### config.mk
export PLATFORM = sky130hd
export DESIGN_NAME = fbc_plane_eval
export DESIGN_NICKNAME = d
export VERILOG_FILES = /design/src/rtl/fbc_pkg.sv /design/src/rtl/fbc_plane_eval.sv
export SDC_FILE = /design/constraint.sdc
export NUM_CORES = 2
export LEC_CHECK = 0
export ABC_AREA = 1
export BUFFER_PORTS_ARGS = -buffer_cell sky130_fd_sc_hd__buf_2
export CORE_MARGIN = 1.5
export CORE_UTILIZATION = 25
export CTS_BUF_LIST = sky130_fd_sc_hd__clkbuf_4
export DETAILED_ROUTE_END_ITERATION = 8
export GPL_ROUTABILITY_DRIVEN = 0
export PLACE_DENSITY_LB_ADDON = 0.2
export SLEW_MARGIN = 10
export SYNTH_ARGS = -nofsm -noshare
export SYNTH_HDL_FRONTEND = slang
export SYNTH_SLANG_ARGS = --single-unit
export TNS_END_PERCENT = 50
### constraint.sdc
create_clock -name clk_i -period 11.5 [get_ports clk_i]
set_clock_uncertainty 0.15 [all_clocks]
set_input_delay 0.575 -clock clk_i [delete_from_list [all_inputs] [get_ports clk_i]]
set_output_delay 0.575 -clock clk_i [all_outputs]
set_load 0.03 [all_outputs]
### src/rtl/fbc_pkg.sv
// shared constants and types for the frustum box cull block
// no dependencies; imported by fbc_plane_eval and frustum_box_cull
package fbc_pkg;

  // plane register layout: A, B, C in Q1.10, D in 2^-10 units
  localparam int PLANE_W   = 64;
  localparam int COEF_W    = 12;
  localparam int OFS_W     = 28;
  localparam int A_LSB     = 0;
  localparam int B_LSB     = 12;
  localparam int C_LSB     = 24;
  localparam int D_LSB     = 36;

  // six plane registers: near, far, left, right, top, bottom
  localparam int NUM_REGS  = 6;
  localparam int CFG_IDX_W = 3;
  localparam int MASK_W    = 6;
  localparam int CORNERS   = 8;

  localparam int NUM_PLANES_DEF = 6;
  localparam int COORD_BITS_DEF = 16;

  localparam logic [1:0] CLASS_INSIDE  = 2'd0;
  localparam logic [1:0] CLASS_PARTIAL = 2'd1;
  localparam logic [1:0] CLASS_OUTSIDE = 2'd2;

  // load enables of the three arithmetic stages
  typedef struct packed {
    logic en1;
    logic en2;
    logic en3;
  } fbc_stage_en_t;

endpackage

### src/rtl/fbc_plane_eval.sv
// three-stage test of the eight box corners against one plane
// depends on fbc_pkg; instantiated once per active plane by frustum_box_cull
module fbc_plane_eval #(
  parameter int COORD_BITS = fbc_pkg::COORD_BITS_DEF
) (
  input  logic                          clk_i,
  input  fbc_pkg::fbc_stage_en_t        en_i,
  input  logic [fbc_pkg::PLANE_W-1:0]   plane_i,
  input  logic signed [COORD_BITS-1:0]  min_x_i,
  input  logic signed [COORD_BITS-1:0]  min_y_i,
  input  logic signed [COORD_BITS-1:0]  min_z_i,
  input  logic signed [COORD_BITS-1:0]  max_x_i,
  input  logic signed [COORD_BITS-1:0]  max_y_i,
  input  logic signed [COORD_BITS-1:0]  max_z_i,
  output logic [fbc_pkg::CORNERS-1:0]   code_o
);
  import fbc_pkg::*;

  localparam int PROD_W = COORD_BITS + COEF_W;
  localparam int AB_W   = PROD_W + 1;
  localparam int CD_W   = ((PROD_W > OFS_W) ? PROD_W : OFS_W) + 1;
  localparam int SUM_W  = ((AB_W > CD_W) ? AB_W : CD_W) + 1;

  logic signed [COEF_W-1:0] coef_a, coef_b, coef_c;

  // stage 1: the six products and the offset
  logic signed [1:0][PROD_W-1:0] px_q, py_q, pz_q;
  logic signed [1:0][PROD_W-1:0] px_d, py_d, pz_d;
  logic signed [OFS_W-1:0]       ofs_q;

  // stage 2: x+y sums for four corner pairs, z+d sums for two
  logic signed [3:0][AB_W-1:0] ab_q, ab_d;
  logic signed [1:0][CD_W-1:0] cd_q, cd_d;

  // stage 3: per-corner outside bits
  logic [CORNERS-1:0] code_q, code_d;

  assign coef_a = plane_i[A_LSB +: COEF_W];
  assign coef_b = plane_i[B_LSB +: COEF_W];
  assign coef_c = plane_i[C_LSB +: COEF_W];

  always_comb begin
    px_d[0] = PROD_W'($signed(coef_a) * $signed(min_x_i));
    px_d[1] = PROD_W'($signed(coef_a) * $signed(max_x_i));
    py_d[0] = PROD_W'($signed(coef_b) * $signed(min_y_i));
    py_d[1] = PROD_W'($signed(coef_b) * $signed(max_y_i));
    pz_d[0] = PROD_W'($signed(coef_c) * $signed(min_z_i));
    pz_d[1] = PROD_W'($signed(coef_c) * $signed(max_z_i));
  end

  always_comb begin
    for (int k = 0; k < 4; k++) begin
      ab_d[k] = AB_W'($signed(px_q[k % 2])) + AB_W'($signed(py_q[k / 2]));
    end
    for (int j = 0; j < 2; j++) begin
      cd_d[j] = CD_W'($signed(pz_q[j])) + CD_W'($signed(ofs_q));
    end
  end

  // corner k takes x from bit 0, y from bit 1, z from bit 2
  always_comb begin
    logic signed [SUM_W-1:0] sum;
    for (int k = 0; k < CORNERS; k++) begin
      sum = SUM_W'($signed(ab_q[k % 4])) + SUM_W'($signed(cd_q[k / 4]));
      code_d[k] = (sum > SUM_W'(0));
    end
  end

  always_ff @(posedge clk_i) begin
    if (en_i.en1) begin
      px_q  <= px_d;
      py_q  <= py_d;
      pz_q  <= pz_d;
      ofs_q <= plane_i[D_LSB +: OFS_W];
    end
    if (en_i.en2) begin
      ab_q <= ab_d;
      cd_q <= cd_d;
    end
    if (en_i.en3) begin
      code_q <= code_d;
    end
  end

  assign code_o = code_q;

endmodule

==> metrics.txt <==
status=finished clean; CP max-delay cell=buf_2; Yosys top cell by area=fa_1; max_slew headroom=15.4%; total wire length=275000 microns; Place WS=5.06 ns; top cells by area, synth=fa_1 (27%), nand2_1 (16%), edfxtp_1 (14%), inv_1 (13%), ha_1 (12%); Final Critical Period=5.31 ns; post-synthesis xor/xnor area fraction=4.09%; post-synthesis async set-or-reset flop share=0%; Synth Area in Simple Gates=24.0%; Avg Cell Area, Syn=7.27 sq um; unique cell type count in the Yosys netlist=45; CP required=12.12 ns; Post-synth EDFFs=378; CTS tree=built; sequential share of the synthesized area=14.0%; YS warnings=0; Fillers=36000; max-cap violations=0; Die Y=572 microns; clock slew at reported path FFs=0.07 ns; area growth from synthesis to layout=9.57%; DP HPWL=230000 microns; CP max FO=32; drt via density=4.33; clk root buf=clkbuf_4; critical path data arrival time=5.94 ns; first-pass GRT wire length=417000 microns; initial antenna violation count=45; Yosys reg bits=378; CTS Sinks=378; Compound-Gate Fraction of Synth Area=5.63%; share of cells above drive strength 1=4.85%; port bufs=171; number of global-route vias before repair=68800; Routed WL per cell=17.5 microns; die area=327000 sq um; Final #Nets=13300; Setup Buffers After CTS=0; Hold Path Class=input port to flop; Final setup viols=0; Top delay family on crit path=adder cells; unrepaired setup endpoints after global routing=no; # rows=208; synthesized cell area=80900 sq um; CP Cell Sequence=buf_2 -> nand2_1 -> fa_1 -> inv_1 -> fa_1 -> inv_1 -> fa_1 -> inv_1 -> fa_1 -> fa_1 -> ha_1 -> nand2_1 -> nor4_1 -> nand3_1 -> nand3_1 -> a31oi_1 -> xor2_1; TritonCTS Buffers=116; CTS max path bufs=3; Adder-Cell Fraction of Synth Area=38.4%; Post-CTS Resized=0; Initial Util=25.2%; total gr overflow=0; fin util=27.6%; Post-synth top cells=nand2_1 (3403), inv_1 (2765), fa_1 (1082); worst-margin pin slew=1.27 ns; CP dominant cell by count=fa_1; Post-Synthesis Cells=11100; I/O pin count=172; Hold Fails Final Rpt=0; crit end category=flop; highest clock rate=0.188 GHz; Reg area=11400 sq um; CP bufs+invs=4; Pre-antenna DRT Iters=6; crit-path max cell delay=0.66 ns; antenna-violating nets left=0; most common cell in the netlist=nand2_1; CORE AREA=322000 sq um; TNS Setup=0 ns; Final Max Tran Viols=0; pin count of the biggest net entering global routing=100; crit path kind=input port to flop; drt first-iter violations=4443; final worst slack=6.19 ns; clock latency on the worst-skew pair=1.17 ns; Total GRT Usage=16.9%; Main synth FF type=edfxtp_1; area of the multi-input gates=58400 sq um; Die Span X=572 microns; mux share of post-synthesis cell area=0%; CP startpoint kind=input port; Residual DRC=0; Synth top area share=26.8%; Via Count=68000; largest family of logic cells by synthesized area=adder cells; syn_nets=13100; Tcrit/Tclk final=46.2%; CTS hold repair buffers=56; H-tree Lvls=3
## stage by stage
step / hold WS [ns] / std cells / cell area, sq um
global route: 0.0798 / 15700 / 88700
global placement: 0.437 / 15400 / 86500
detailed placement: 0.439 / 15400 / 86500
finish: 0.133 / 15700 / 88700
floorplan: 0.376 / 11100 / 80900
CTS: 0.0133 / 15700 / 88600
## final timing paths
check	startpoint	endpoint	slack, ns	depth (start not counted)
worst max-delay path	plane_i[3]	px_q[27]$_DFFE_PP_	6.19	17
worst min-delay path	plane_i[58]	ofs_q[22]$_DFFE_PP_	0.13	2
worst max register to register	cd_q[29]$_DFFE_PP_	code_o[7]$_DFFE_PP_	7.48	17
worst min register to register	pz_q[0]$_DFFE_PP_	cd_q[0]$_DFFE_PP_	0.48	1
## layout by cell type (no fill, tap or decap), types with 9 or more instances in the layout
cell / count
nand2_1: 3403
inv_1: 2765
fa_1: 1082
ha_1: 754
nor2_1: 621
a21oi_1: 419
edfxtp_1: 378
nand3_1: 343
xor2_1: 253
buf_2: 169
clkbuf_4: 142
nand4_1: 129
xnor2_1: 125
o21ai_0: 122
nor2_2: 56
dlygate4sd3_1: 56
nor3_1: 55
nand2_2: 48
a21o_1: 45
clkinv_1: 45
a31oi_1: 39
o21bai_1: 32
and2_1: 24
o21a_1: 23
nor4_1: 19
or2_2: 19
o21ai_2: 19
diode_2: 18
o211ai_1: 17
nand3b_1: 17
nand3_2: 17
a221oi_1: 13
o21ai_1: 13
inv_2: 13
clkinv_2: 13
buf_4: 11
nor2_4: 9
## cells by family after synthesis
kind of cell,after synthesis
and+or+nand+nor,4773
buffers and inverters,2983
AOI/OAI and AO/OA,783
xor gates and xnor gates,378
adders and majority gates,1836
DFF,378
## flip-flops by register name, indices dropped and copies added (netlist names)
signal,cells
ofs_q,28
cd_q,58
ab_q,116
code_o,8
py_q,56
pz_q,56
px_q,56
## layout make-up
type	count	area share (%)
multi-input combinational	7770	65.8
sequential	378	12.8
clock inverter	70	0.566
inverter	2779	11.8
timing repair buffer	238	1.71
clock buffer	142	1.20
antenna	18	0.0508
tap	4305	6.07
## worst reg2reg max path: cells and delay by family (launching register included)
family,cells,cell delay (ns)
adders and majority gates,2,0.82
buffers and inverters,3,0.32
and+or+nand+nor,12,1.65
DFF,1,0.78
## layer usage
| metal | wire length [microns] | part of all wire (%) | up-vias | global-route usage, % |
|---|---|---|---|---|
| met5 | 277 | 0.10 | - | 0 |
| met2 | 127000 | 46 | 1528 | 28.4 |
| li1 | - | - | 33900 | - |
| met3 | 12900 | 4.7 | 338 | 1.58 |
| met1 | 125000 | 46 | 32200 | 22.6 |
| met4 | 9570 | 3.5 | 20 | 5.60 |
Power is left out: the tool's default activity adds up to more than one toggle a clock period on the data nets, which glitch-free logic cannot reach.
